$ cat src/sv/fpt_pkg.sv
// ----------------------------------------------------------------------------
// fpt_pkg
// Shared types, constants and helpers of the flame point transform.
// ----------------------------------------------------------------------------
package fpt_pkg;

    localparam int CFG_W   = 48;
    localparam int COEF_W  = 16;
    localparam int COEF_FB = 12;      // Q4.12 fraction bits
    localparam int IDX_W   = 3;
    localparam int KINDS_W = 6;
    localparam int MAX_SLOTS = 3;

    localparam logic signed [31:0] INV_TWO_PI = 32'sd683565276;
    localparam logic signed [15:0] SIN_A = 16'sd25736;
    localparam logic signed [15:0] SIN_B = -16'sd10512;
    localparam logic [10:0]        SIN_C = 11'd1160;

    localparam logic signed [63:0] SAT_MAX = 64'sd2147483647;
    localparam logic signed [63:0] SAT_MIN = -64'sd2147483648;

    localparam logic [CFG_W-1:0] COEF_X_ONE = 48'h0000_0000_1000;
    localparam logic [CFG_W-1:0] COEF_Y_ONE = 48'h0000_1000_0000;

    typedef enum logic [IDX_W-1:0] {
        REG_PRE_X   = 3'd0,
        REG_PRE_Y   = 3'd1,
        REG_POST_X  = 3'd2,
        REG_POST_Y  = 3'd3,
        REG_WEIGHTS = 3'd4,
        REG_KINDS   = 3'd5
    } reg_idx_t;

    typedef enum logic [1:0] {
        KIND_ID  = 2'd0,
        KIND_SIN = 2'd1,
        KIND_SPH = 2'd2,
        KIND_OFF = 2'd3
    } kind_t;

    typedef struct packed {
        logic signed [31:0] val;
        logic               ovf;
    } sat_t;

    // one restoring-divide step travels as this word between cells
    typedef struct packed {
        logic [63:0] rem;
        logic [63:0] d;
        logic [33:0] q;
        logic [31:0] num;
        logic        neg;
    } div_t;

    function automatic sat_t sat32(input logic signed [63:0] v);
        sat_t r;
        if (v > SAT_MAX)
        begin
            r.val = SAT_MAX[31:0];
            r.ovf = 1'b1;
        end
        else if (v < SAT_MIN)
        begin
            r.val = SAT_MIN[31:0];
            r.ovf = 1'b1;
        end
        else
        begin
            r.val = v[31:0];
            r.ovf = 1'b0;
        end
        return r;
    endfunction

endpackage

$ cat src/sv/fpt_affine.sv
// ----------------------------------------------------------------------------
// fpt_affine
// One affine row: a*x + b*y + offset, two stages, saturated to 32 bits.
// ----------------------------------------------------------------------------
module fpt_affine #(
    parameter int FRAC_BITS = 16
) (
    input  logic                       clk,
    input  logic [fpt_pkg::CFG_W-1:0]  coeffs,
    input  logic signed [31:0]         x,
    input  logic signed [31:0]         y,
    output logic signed [31:0]         res,
    output logic                       ovf
);
    import fpt_pkg::*;

    localparam int OFF_L = (FRAC_BITS >= COEF_FB) ? FRAC_BITS - COEF_FB : 0;
    localparam int OFF_R = (FRAC_BITS < COEF_FB) ? COEF_FB - FRAC_BITS : 0;

    logic signed [COEF_W-1:0] a, b, o;
    logic signed [47:0] pa_reg, pb_reg;
    logic signed [49:0] sum, off, tot;
    sat_t sat_next;

    assign a = coeffs[15:0];
    assign b = coeffs[31:16];
    assign o = coeffs[47:32];

    always_ff @(posedge clk)
    begin
        pa_reg <= a * x;
        pb_reg <= b * y;
    end

    always_comb
    begin
        sum      = 50'(pa_reg) + 50'(pb_reg);
        off      = (50'(o) <<< OFF_L) >>> OFF_R;
        tot      = (sum >>> COEF_FB) + off;
        sat_next = sat32(64'(tot));
    end

    always_ff @(posedge clk)
    begin
        res <= sat_next.val;
        ovf <= sat_next.ovf;
    end

endmodule

$ cat config.mk
export PLATFORM = sky130hd
export DESIGN_NAME = fpt_affine
export DESIGN_NICKNAME = d
export VERILOG_FILES = /design/src/sv/fpt_pkg.sv /design/src/sv/fpt_affine.sv
export SDC_FILE = /design/constraint.sdc
export NUM_CORES = 2
export LEC_CHECK = 0
export BUFFER_PORTS_ARGS = -buffer_cell sky130_fd_sc_hd__buf_2
export CORE_MARGIN = 8
export CORE_UTILIZATION = 50
export CTS_CLUSTER_SIZE = 24
export DETAILED_ROUTE_END_ITERATION = 8
export HOLD_SLACK_MARGIN = 0.06
export PLACE_DENSITY_LB_ADDON = 0.3
export REMOVE_ABC_BUFFERS = 1
export SLEW_MARGIN = 0
export SYNTH_ARGS = -nofsm -noshare
export SYNTH_HDL_FRONTEND = slang
export SYNTH_SLANG_ARGS = --single-unit
$ cat constraint.sdc
create_clock -name clk -period 8.93 [get_ports clk]
set_input_delay 0.4465 -clock clk [delete_from_list [all_inputs] [get_ports clk]]
set_output_delay 0.4465 -clock clk [all_outputs]
set_load 0.01 [all_outputs]
==> qor.yml <==
synth:
  synthArstFlopShare_pct: 0
  synth_ff_type: "dfxtp_1"
  synth_cells: 4634
  synth_area_leaders: "fa_1, inv_1, ha_1, dfxtp_1, nand2_1"
  synth_seq_cells: 129
  syn-cell-area_mm2: 0.04173
  yosysUniqueCellTypes: 80
  post-synth-top-area-cell: "fa_1"
  yosysWarnings: 0
  yosysSeqAreaShare_pct: 6.188
  synth-edff-count: 0
  syn_avg_cell_area_um2: 9.006
  netlist.area_leader.share_pct: 46.68
floorplan:
  ioPinCount: 146
  dieArea_mm2: 0.09297
  core-area_mm2: 0.08316
  die_w_um: 304.9
  start_util_pct: 50.19
  die_h_um: 304.9
  rows: 106
timing:
  max_freq_mhz: 137.1
  hold_slack_ns: 0.4124
  clock-skew-final_ns: 0.01061
  worst_slew_pin_slew_ns: 1.109
  slew_headroom_pct: 26.06
  rsz0062_at_grt: "false"
  period_minus_slack_ns: 7.292
  timing.setup.tns_ns: 0
  setup_viol: 0
  slew_violations: 0
  finalCritPeriodShare_pct: 81.66
  hold_viol: 0
setup_path:
  critPathArrivalTime_ns: 7.60
  crit_fanout: 17
  crit_type: "primary input to flip-flop"
  endpoint_kind: "flip-flop"
  crit_path_start_kind: "primary input"
  worstPathRequired_ns: 9.24
drt:
  drt-initial-drc-count: 1666
  drc: 0
  first_pass_iters: 7
  vias_per_cell: 5.393
  wl_per_cell_um: 18.35
  routed_wl_um: 104700
  postRouteAntennaNets: 0
  via_count: 30780
clocking:
  cts_tree: "yes"
  root_buffer: "clkbuf_16"
  insertion_delay_ns: 0.44
  postCtsHoldBufs: 0
  ctsResizeCount: 0
  clockBufferDepth: 2
  cts.sink_count: 129
  cts_made_buffers: 17
  cts.htree.levels: 4
  clkSlewWorstSetupHoldPaths_ns: 0.06
  cts_setup_buffers: 0
grt:
  grt_use_met3_pct: 2.447
  grt-busiest-layer: "met2"
  grt_pass1_vias: 33730
  grt_use_met1_pct: 30.45
  track_usage_pct: 23.29
  antenna_found_initial: 1
  grt_start_max_net_pins: 33
  grt.overflow.total: 0
  gr-usage-met2_pct: 40.38
  grt_pass1_wl_um: 174900
cells_and_area:
  drive_gt1_share_pct: 5.099
  final_nets: 6009
  multi_input_area_mm2: 0.03444
  num_antenna_cells: 0
  area_delta_synth_final_pct: 4.638
  fin_area_mm2: 0.04367
  regArea_mm2: 0.002582
  fillers: 7672
placement:
  gp_congestion: 0.8844
  place_area_mm2: 0.04310
  dp_hpwl_um: 83010
  portBuffers: 145
min_path:
  hp-class: "primary input to flip-flop"
flow_run:
  max-cap-violations: 0
run_status:
  status: "finished, final reports clean"
==> metrics by stage <==
step	setup slack, ns	util, %	cells
3_5_place_dp	1.292	51.82	5676
2_1_floorplan	2.827	-	4448
5_1_grt	1.108	52.51	5708
4_1_cts	1.700	52.51	5708
6_report	1.638	52.51	5708
3_3_place_gp	1.374	51.82	5676
==> worst max-delay path, stage by stage <==
cell	delay (ns)
buf_2	0.38
clkinv_1	0.69
nor2_1	0.32
fa_1	0.45
inv_1	0.08
fa_1	0.42
fa_1	0.49
inv_1	0.05
fa_1	0.47
inv_1	0.05
fa_1	0.47
inv_1	0.05
fa_1	0.43
ha_1	0.34
a21o_1	0.19
a21o_1	0.17
a21oi_1	0.17
o21ai_0	0.11
a311oi_1	0.39
o21ai_1	0.22
o31ai_1	0.47
o31ai_1	0.18
mux2i_1	0.15
a2111oi_0	0.39
==> per-layer routing <==
layer / share of wire [%] / routed length, um
met1: 41 / 43090
met2: 50 / 52200
met3: 5.5 / 5744
met4: 3.5 / 3693
met5: 0 / 0
==> cells in the mapped netlist (all sizes together) (3+ instances only) <==
library cell / count
inv: 1057
fa: 973
nand2: 658
and2: 383
ha: 308
clkbuf: 178
a21oi: 147
dfxtp: 129
o21ai: 107
nor2: 105
xnor2: 99
a21o: 92
nand2b: 55
xor2: 55
nand3: 35
nor2b: 25
o21a: 21
nand4: 19
nor3: 17
a211oi: 15
o21bai: 14
a31oi: 11
o211ai: 11
a311oi: 10
and3: 10
o31ai: 9
buf: 8
nor3b: 7
a21boi: 5
nor4: 5
o31a: 5
a2111oi: 4
a31o: 4
a41oi: 4
o2111ai: 4
o41ai: 4
or2: 4
a211o: 3
a221oi: 3
and4: 3
mux2i: 3
==> placed cells by master, fill, tap and decap left out, types with 6 or more instances in the layout <==
cell / count
a211oi_1: 14
nor3b_1: 7
o21ai_2: 29
dfxtp_1: 129
nand2_1: 657
inv_1: 1057
nor3_1: 17
fa_1: 973
xnor2_1: 99
o21ai_0: 73
o21a_1: 20
a21oi_1: 146
nand4_1: 19
clkbuf_16: 17
o211ai_1: 11
buf_2: 145
xor2_1: 55
a31oi_1: 11
a311oi_1: 6
nor2_1: 105
and2_1: 382
o21bai_1: 14
nand2b_1: 55
inv_6: 6
and3_1: 10
nand3_1: 35
ha_1: 308
a21o_1: 92
o31ai_1: 7
nor2b_1: 25
==> cells by family after synthesis <==
kind of cell             Yosys count  share of synthesized area (%)
flip-flops                       129                          6.188
XOR/XNOR                         154                          3.232
AO/OA/AOI/OAI                    489                          7.963
multiplexers                       3                        0.07196
buffers and inverters           1244                          11.28
adder cells (fa/ha/maj)         1281                          55.91
AND/OR/NAND/NOR                 1334                          15.35
==> cell type report <==
type / instances / area share [%]
clock buffer: 17 / 0.9742
clock inverter: 15 / 0.3381
inverter: 1058 / 9.094
multi-input combinational: 3261 / 78.87
sequential: 129 / 5.914
tap: 1080 / 3.094
timing repair buffer: 148 / 1.713
==> final timing paths <==
| path | depth (start not counted) | from | slack [ns] | endpoint |
|---|---|---|---|---|
| worst max-delay path | 24 | coeffs[15] | 1.64 | pa_reg[46] |
| worst max register to register | 21 | pa_reg[7] | 1.75 | res[0] |
| worst min register to register | 3 | pb_reg[15] | 0.79 | res[3] |
| worst min-delay path | 4 | coeffs[32] | 0.41 | res[4] |
Power is not shown: default switching activity piles up to over one toggle a cycle in this logic, so the estimate is an artifact.
